**src/rtl/tsb_pkg.sv**
```systemverilog
package tsb_pkg;

  localparam int STACK_CNT = 3;
  localparam int CNT_OUT_W = 5;
  localparam int WORD_W    = 32;

  typedef enum logic [1:0] {
    ACT_PUSH = 2'd0,
    ACT_POP  = 2'd1,
    ACT_PEEK = 2'd2
  } action_t;

  typedef enum logic [1:0] {
    ST_OK    = 2'd0,
    ST_FULL  = 2'd1,
    ST_EMPTY = 2'd2
  } status_t;

  typedef enum logic [1:0] {
    SEL_FIRST  = 2'd0,
    SEL_SECOND = 2'd1,
    SEL_THIRD  = 2'd2
  } stack_sel_t;

  typedef enum logic [1:0] {
    SH_NONE,
    SH_INSERT,
    SH_REMOVE
  } shift_cmd_t;

endpackage

```
**src/rtl/tsb_cell.sv**
```systemverilog
module tsb_cell
  import tsb_pkg::*;
#(
  parameter int DATA_WIDTH = 32,
  parameter int CW         = 5,
  parameter int IDX        = 0
) (
  input  logic                  clk,
  input  logic                  rst_n,
  input  shift_cmd_t            cmd,
  input  logic [CW-1:0]         pos,
  input  logic [CW-1:0]         used,
  input  logic [DATA_WIDTH-1:0] word,
  input  logic [DATA_WIDTH-1:0] below,
  input  logic [DATA_WIDTH-1:0] above,
  output logic [DATA_WIDTH-1:0] q
);

  localparam logic [CW-1:0] MY_IDX   = CW'(IDX);
  localparam logic [CW-1:0] NEXT_IDX = CW'(IDX + 1);

  logic [DATA_WIDTH-1:0] q_r;
  logic [DATA_WIDTH-1:0] q_nxt;

  always_comb begin
    q_nxt = q_r;
    case (cmd)
      SH_INSERT: begin
        if (MY_IDX == pos) begin
          q_nxt = word;
        end else if (MY_IDX > pos && MY_IDX <= used) begin
          q_nxt = below;
        end
      end
      SH_REMOVE: begin
        if (NEXT_IDX == used) begin
          q_nxt = '0;
        end else if (MY_IDX >= pos && NEXT_IDX < used) begin
          q_nxt = above;
        end
      end
      default: q_nxt = q_r;
    endcase
  end

  always_ff @(posedge clk) begin
    if (!rst_n) begin
      q_r <= '0;
    end else begin
      q_r <= q_nxt;
    end
  end

  assign q = q_r;

endmodule

```
**src/rtl/three_stacks_shared_buffer_core.sv**
```systemverilog
// A word's result is registered and offered the cycle after it is accepted.
// Throughput: one word per cycle; every cell of the row shifts in the same cycle,
// so a push or pop that moves whole stacks completes in a single step.
// Input stalls only while a finished result waits on a stalled output.
// Reset (synchronous, active low) empties all three stacks and clears every cell.
module three_stacks_shared_buffer_core
  import tsb_pkg::*;
#(
  parameter int DEPTH      = 16,
  parameter int DATA_WIDTH = 32
) (
  input  logic               clk,
  input  logic               rst_n,
  input  logic               in_valid,
  output logic               in_stall,
  input  logic [1:0]         in_action,
  input  logic [1:0]         in_stack_select,
  input  logic signed [31:0] in_push_value,
  output logic               out_valid,
  input  logic               out_stall,
  output logic signed [31:0] out_read_value,
  output logic [1:0]         out_status,
  output logic [4:0]         out_count_first,
  output logic [4:0]         out_count_second,
  output logic [4:0]         out_count_third
);

  localparam int CW = $clog2(DEPTH + 1);

  logic [CW-1:0]         size_r [STACK_CNT];
  logic [CW-1:0]         size_nxt [STACK_CNT];
  logic [DATA_WIDTH-1:0] cell_q [DEPTH];

  logic                  acc;
  logic [CW-1:0]         used;
  logic [CW-1:0]         base;
  logic [CW-1:0]         sz;
  logic                  sel_ok;
  logic [CW-1:0]         ins_pos;
  logic [CW-1:0]         top_pos;
  logic [CW-1:0]         cell_pos;
  shift_cmd_t            cmd;
  shift_cmd_t            cell_cmd;
  logic [DATA_WIDTH-1:0] word;
  logic [DATA_WIDTH-1:0] top_word;
  logic [DATA_WIDTH+WORD_W-1:0] push_ext;
  logic [DATA_WIDTH+WORD_W-1:0] read_ext;
  logic [WORD_W-1:0]     read_nxt;
  status_t               status_nxt;

  logic                  out_valid_r;
  logic                  out_valid_nxt;
  logic [WORD_W-1:0]     read_r;
  status_t               status_r;
  logic [CW+CNT_OUT_W-1:0] cnt_ext [STACK_CNT];
  logic [CNT_OUT_W-1:0]  cnt_r [STACK_CNT];

  assign acc      = in_valid && !in_stall;
  assign in_stall = out_valid_r && out_stall;
  assign used     = CW'(size_r[0] + size_r[1] + size_r[2]);
  assign push_ext = {{DATA_WIDTH{1'b0}}, in_push_value};
  assign word     = push_ext[DATA_WIDTH-1:0];
  assign ins_pos  = CW'(base + sz);
  assign top_pos  = CW'(base + sz - 1'b1);

  always_comb begin
    top_word = '0;
    for (int i = 0; i < DEPTH; i++) begin
      if (CW'(i) == top_pos) begin
        top_word = top_word | cell_q[i];
      end
    end
  end

  assign read_ext = {{WORD_W{1'b0}}, top_word};

  always_comb begin
    sel_ok = 1'b1;
    base   = '0;
    sz     = '0;
    case (in_stack_select)
      SEL_FIRST: begin
        sz = size_r[0];
      end
      SEL_SECOND: begin
        base = size_r[0];
        sz   = size_r[1];
      end
      SEL_THIRD: begin
        base = CW'(size_r[0] + size_r[1]);
        sz   = size_r[2];
      end
      default: sel_ok = 1'b0;
    endcase
  end

  always_comb begin
    cmd        = SH_NONE;
    cell_pos   = ins_pos;
    status_nxt = ST_OK;
    read_nxt   = '0;
    for (int k = 0; k < STACK_CNT; k++) begin
      size_nxt[k] = size_r[k];
    end
    if (sel_ok) begin
      case (in_action)
        ACT_PUSH: begin
          if (used == CW'(DEPTH)) begin
            status_nxt = ST_FULL;
          end else begin
            cmd = SH_INSERT;
            for (int k = 0; k < STACK_CNT; k++) begin
              if (in_stack_select == 2'(k)) begin
                size_nxt[k] = CW'(size_r[k] + 1'b1);
              end
            end
          end
        end
        ACT_POP, ACT_PEEK: begin
          if (sz == '0) begin
            status_nxt = ST_EMPTY;
          end else begin
            read_nxt = read_ext[WORD_W-1:0];
            if (in_action == ACT_POP) begin
              cmd      = SH_REMOVE;
              cell_pos = top_pos;
              for (int k = 0; k < STACK_CNT; k++) begin
                if (in_stack_select == 2'(k)) begin
                  size_nxt[k] = CW'(size_r[k] - 1'b1);
                end
              end
            end
          end
        end
        default: status_nxt = ST_OK;
      endcase
    end
  end

  always_comb begin
    cell_cmd = SH_NONE;
    if (acc) begin
      cell_cmd = cmd;
    end
  end

  for (genvar g = 0; g < DEPTH; g++) begin : g_cell
    logic [DATA_WIDTH-1:0] below;
    logic [DATA_WIDTH-1:0] above;
    if (g == 0) begin : g_lo
      assign below = '0;
    end else begin : g_lo
      assign below = cell_q[g-1];
    end
    if (g == DEPTH - 1) begin : g_hi
      assign above = '0;
    end else begin : g_hi
      assign above = cell_q[g+1];
    end
    tsb_cell #(
      .DATA_WIDTH (DATA_WIDTH),
      .CW         (CW),
      .IDX        (g)
    ) u_cell (
      .clk   (clk),
      .rst_n (rst_n),
      .cmd   (cell_cmd),
      .pos   (cell_pos),
      .used  (used),
      .word  (word),
      .below (below),
      .above (above),
      .q     (cell_q[g])
    );
  end

  always_comb begin
    out_valid_nxt = out_valid_r;
    if (acc) begin
      out_valid_nxt = 1'b1;
    end else if (!out_stall) begin
      out_valid_nxt = 1'b0;
    end
    for (int k = 0; k < STACK_CNT; k++) begin
      cnt_ext[k] = {{CNT_OUT_W{1'b0}}, size_nxt[k]};
    end
  end

  always_ff @(posedge clk) begin
    if (!rst_n) begin
      out_valid_r <= 1'b0;
      for (int k = 0; k < STACK_CNT; k++) begin
        size_r[k] <= '0;
      end
    end else begin
      out_valid_r <= out_valid_nxt;
      if (acc) begin
        for (int k = 0; k < STACK_CNT; k++) begin
          size_r[k] <= size_nxt[k];
        end
      end
    end
  end

  always_ff @(posedge clk) begin
    if (acc) begin
      read_r   <= read_nxt;
      status_r <= status_nxt;
      for (int k = 0; k < STACK_CNT; k++) begin
        cnt_r[k] <= cnt_ext[k][CNT_OUT_W-1:0];
      end
    end
  end

  assign out_valid        = out_valid_r;
  assign out_read_value   = read_r;
  assign out_status       = status_r;
  assign out_count_first  = cnt_r[0];
  assign out_count_second = cnt_r[1];
  assign out_count_third  = cnt_r[2];

  logic [CW+1:0] used_w;
  assign used_w = (CW+2)'(size_r[0]) + (CW+2)'(size_r[1]) + (CW+2)'(size_r[2]);

  a_never_overfull: assert property (@(posedge clk) disable iff (!rst_n)
    used_w <= (CW+2)'(DEPTH))
    else $error("stacks exceed buffer depth");

  a_full_push_holds: assert property (@(posedge clk) disable iff (!rst_n)
    (acc && in_action == ACT_PUSH && sel_ok && used == CW'(DEPTH))
      |=> (out_status == ST_FULL && $stable(used_w)))
    else $error("push into full buffer changed state");

  a_push_grows: assert property (@(posedge clk) disable iff (!rst_n)
    (acc && in_action == ACT_PUSH && sel_ok && used != CW'(DEPTH))
      |=> (used_w == $past(used_w) + 1'b1 && out_status == ST_OK))
    else $error("push did not grow buffer by one");

  a_empty_read_zero: assert property (@(posedge clk) disable iff (!rst_n)
    (acc && sel_ok && (in_action == ACT_POP || in_action == ACT_PEEK) && sz == '0)
      |=> (out_status == ST_EMPTY && out_read_value == '0 && $stable(used_w)))
    else $error("read of empty stack misbehaved");

endmodule
```
**config.mk**
```make
export PLATFORM = sky130hd
export DESIGN_NAME = three_stacks_shared_buffer_core
export DESIGN_NICKNAME = d
export VERILOG_FILES = /design/src/rtl/tsb_pkg.sv /design/src/rtl/tsb_cell.sv /design/src/rtl/three_stacks_shared_buffer_core.sv
export SDC_FILE = /design/constraint.sdc
export NUM_CORES = 2
export LEC_CHECK = 0
export BUFFER_PORTS_ARGS = -buffer_cell sky130_fd_sc_hd__buf_4
export CAP_MARGIN = 15
export CELL_PAD_IN_SITES_DETAIL_PLACEMENT = 0
export CELL_PAD_IN_SITES_GLOBAL_PLACEMENT = 1
export CORE_ASPECT_RATIO = 1.5
export CORE_MARGIN = 5
export CORE_UTILIZATION = 45
export DETAILED_ROUTE_END_ITERATION = 8
export PLACE_DENSITY = 0.74
export SLEW_MARGIN = 20
export SYNTH_ARGS = -nofsm -noshare
export SYNTH_HDL_FRONTEND = slang
export SYNTH_HIERARCHICAL = 1
export SYNTH_SLANG_ARGS = --single-unit
export TNS_END_PERCENT = 10
```
**constraint.sdc**
```tcl
create_clock -name clk -period 6.4 [get_ports clk]
set_input_delay 0.32 -clock clk [delete_from_list [all_inputs] [get_ports clk]]
set_output_delay 0.32 -clock clk [all_outputs]
set_load 0.005 [all_outputs]
```
==> insert_results.sql <==
INSERT INTO impl_metrics (metric_group, metric, value, unit) VALUES
('yosys', 'synth.distinct_cells', '138', ''),
('die', 'start_util', '45.4', '%'),
('sta', 'timing.max_slew.rel_slack', '22.1', '%'),
('placed_design', 'detailed_place_hpwl', '112000', 'microns'),
('power', 'leakage_power_summed_over_all_cells', '0.0171', 'uW'),
('die', 'core_area', '0.0946', 'sq mm'),
('detailed_routing', 'first_iter_violations', '3797', ''),
('setup_path', 'data_arrival_critical_path', '6.42', 'ns'),
('status', 'outcome', 'finished, final reports clean', ''),
('die', 'floorplan.die.height', '388', 'microns'),
('clock_tree', 'max-clock-path-buffers', '3', ''),
('final_layout', 'final_net_count', '4930', ''),
('detailed_routing', 'totalWireLength', '160000', 'microns'),
('sta', 'setup_viol_count_final', '0', ''),
('clock_tree', 'tritoncts.num_buffers', '66', ''),
('setup_path', 'start_kind', 'flip-flop', ''),
('yosys', 'postSynth.asyncResetShare', '0', '%'),
('global_routing', 'via_count_of_the_first_global_routing_pass', '40300', ''),
('job', 'max_cap_viol_count', '0', ''),
('final_layout', 'post_route_cells_drive_above_1_share', '12.9', '%'),
('detailed_routing', 'drt_pre_antenna_iters', '6', ''),
('clock_tree', 'clkSlewWorstSetupHoldPaths', '0.06', 'ns'),
('sta', 'timing.fmax', '0.170', 'GHz'),
('clock_tree', 'htree_num_levels', '3', ''),
('clock_tree', 'clk_root_buffer_cell', 'sky130_fd_sc_hd__clkbuf_16', ''),
('power', 'powerDensity', '237', 'mW/mm^2'),
('sta', 'setup_total_negative_slack', '0', 'ns'),
('sta', 'max_slew.worst_pin.slew', '1.17', 'ns'),
('clock_tree', 'worst_skew_pair.late_latency', '0.65', 'ns'),
('yosys', 'post_syn_instances', '5060', ''),
('sta', 'period_share', '91.9', '%'),
('final_layout', 'final_cell_mix', 'sky130_fd_sc_hd__nand2_1, sky130_fd_sc_hd__dfxtp_1, sky130_fd_sc_hd__mux2i_1', ''),
('final_layout', 'nFillCells', '9214', ''),
('setup_path', 'wp_buf_inv', '2', ''),
('placed_design', 'gp_congestion', '0.906', ''),
('setup_path', 'critical_path_required', '6.93', 'ns'),
('clock_tree', 'hold_buffers', '2', ''),
('setup_path', 'cp_top_family', 'simple AND/OR/NAND/NOR gates', ''),
('yosys', 'number_of_enable_type_register_cells_in_the_synthesized_netlist', '64', ''),
('setup_path', 'setup.worst_path.class', 'flip-flop to flip-flop', ''),
('setup_path', 'worstPathCellList', 'ha_1 -> fa_1 -> xor2_1 -> a22oi_1 -> nor2b_1 -> ha_1 -> a21oi_1 -> and3b_1 -> nor2_1 -> buf_4 -> or3b_1 -> nor2_1 -> xnor2_4 -> nor2_4 -> nand4b_1 -> and4_1 -> buf_4 -> a22o_1', ''),
('sta', 'rsz0062_at_grt', 'no', ''),
('yosys', 'yosys_warning_count', '6', ''),
('sta', 'worst_hold_slack', '0.169', 'ns'),
('sta', 'post_layout_minimum_cycle_time', '5.88', 'ns'),
('final_layout', 'antenna_cells_inserted', '0', ''),
('setup_path', 'end_kind', 'flip-flop', ''),
('setup_path', 'cp_slowest_cell', 'sky130_fd_sc_hd__nor2_4', ''),
('global_routing', 'global_route.usage.total', '29.6', '%'),
('yosys', 'synth.avg_cell_area', '8.49', 'sq um'),
('yosys', 'share_of_the_yosys_chip_area_belonging_to_registers', '28.4', '%'),
('die', 'die_area', '0.102', 'sq mm'),
('die', 'chipWidth', '262', 'microns'),
('global_routing', 'globalRoute.totalOverflow', '0', ''),
('clock_tree', 'cts.sink_count', '577', ''),
('yosys', 'synth_seq_cells', '577', ''),
('die', 'fp-row-count', '138', ''),
('yosys', 'synthesis.area', '0.0429', 'sq mm'),
('final_layout', 'commonest_non_fill_non_tap_cell_in_the_layout', 'sky130_fd_sc_hd__nand2_1', ''),
('setup_path', 'cp_max_fo', '35', ''),
('sta', 'fin_worst_skew', '0.0254', 'ns'),
('detailed_routing', 'routed_length_per_instance', '25.9', 'microns'),
('power', 'p_total', '11000', 'uW'),
('power', 'vdd_drop_max', '0.190', 'mV'),
('sta', 'final_max_slew_viol_count', '0', ''),
('die', 'ios', '91', ''),
('detailed_routing', 'remaining_design_rule_violation_count', '0', ''),
('final_layout', 'signed_area_change_from_the_synthesized_netlist_to_the_final_layout', '8.04', '%'),
('yosys', 'ys.flop_type', 'sky130_fd_sc_hd__dfxtp_1', ''),
('sta', 'finalHoldViolations', '0', ''),
('detailed_routing', 'antenna_violating_nets_post_route', '0', '');
registers in the layout, summed over array words and instances (netlist names):
| signal | count |
|---|---|
| out_valid | 1 |
| size_r | 15 |
| g_cell.u_cell/q | 512 |
| cnt_r | 15 |
| out_status | 2 |
| out_read_value | 32 |
cells by family (layout without fill, tap and decap cells):
family,after synthesis,after routing,synth area share [%]
and+or+nand+nor,1549,1549,19.6
xor gates and xnor gates,22,22,0.641
DFF,577,577,28.4
muxes,430,430,10.1
AOI/OAI and AO/OA,1612,1612,30.5
buffers and inverters,833,615,9.62
adders and majority gates,36,36,1.10
other,1,64,0.00873
report_power, final:
part	switching, uW	total (uW)	internal [uW]	leakage (uW)
clock	1720	3930	2210	0.00105
sequential	61.6	3790	3730	0.00479
combinational	2350	3280	925	0.0112
total	4140	11000	6860	0.0171
worst reg2reg max path: stages, from the launching register on:
cell                       delay [ns]
sky130_fd_sc_hd__edfxtp_1        0.39
sky130_fd_sc_hd__ha_1            0.24
sky130_fd_sc_hd__fa_1            0.40
sky130_fd_sc_hd__xor2_1          0.18
sky130_fd_sc_hd__a22oi_1         0.15
sky130_fd_sc_hd__nor2b_1         0.07
sky130_fd_sc_hd__ha_1            0.37
sky130_fd_sc_hd__a21oi_1         0.33
sky130_fd_sc_hd__and3b_1         0.26
sky130_fd_sc_hd__nor2_1          0.05
sky130_fd_sc_hd__buf_4           0.18
sky130_fd_sc_hd__or3b_1          0.48
sky130_fd_sc_hd__nor2_1          0.30
sky130_fd_sc_hd__xnor2_4         0.23
sky130_fd_sc_hd__nor2_4          0.92
sky130_fd_sc_hd__nand4b_1        0.34
sky130_fd_sc_hd__and4_1          0.30
sky130_fd_sc_hd__buf_4           0.27
sky130_fd_sc_hd__a22o_1          0.31
synthesized netlist by cell type, drive strengths merged, types with 98 or more instances:
cell      n  area, sq um
nand2   617         2320
dfxtp   513        10300
mux2i   391         3910
clkbuf  369         1450
inv     232          871
buf     225         1750
nor2    174          668
o21ai   172          872
or4     163         1220
a22oi   156         1200
a211oi  137         1050
a22o    102          893
a211o   100          876
a21oi    98          494
routing by layer:
layer / global-route usage (%) / part of all wire [%]
met2: 51.8 / 49
met1: 37.2 / 41
met3: 4.01 / 6.1
met5: 0 / 0.0081
met4: 10.6 / 3.2
through the flow:
step                      worst slack (ns)  utilization (%)  area (sq um)  instances
after floorplan                      0.138                -         43200       5123
after global placement               0.581             46.7         44200       6044
after detailed placement             0.512             46.7         44200       6044
after CTS                            0.575             49.0         46400       6165
after global routing                 0.329             49.0         46400       6165
final                                0.516             49.0         46400       6165
worst paths after layout:
path                                             start                                    to  slack [ns]  cells past startpoint
hold reg to reg   g_cell[15].u_cell/q[18]$_SDFFE_PN0P_  g_cell[15].u_cell/q[18]$_SDFFE_PN0P_        0.48                      2
hold / removal                        in_push_value[9]    g_cell[8].u_cell/q[9]$_SDFFE_PN0P_        0.17                      3
setup / recovery            size_r[0][0]$_SDFFCE_PN0P_    g_cell[0].u_cell/q[4]$_SDFFE_PN0P_        0.52                     18
setup reg to reg            size_r[0][0]$_SDFFCE_PN0P_    g_cell[0].u_cell/q[4]$_SDFFE_PN0P_        0.52                     18
final cells by class:
cell class / instances / area [sq um] / share of cell area (%)
inverters: 233 / 875 / 1.89
repair buffers: 263 / 2400 / 5.17
clock inverters: 20 / 189 / 0.407
multi-input cells: 3713 / 27200 / 58.6
clock buffers: 99 / 1960 / 4.22
well taps: 1260 / 1580 / 3.40
flip-flops and latches: 577 / 12200 / 26.3
No activity file was read; power rests on OpenSTA's default activity.
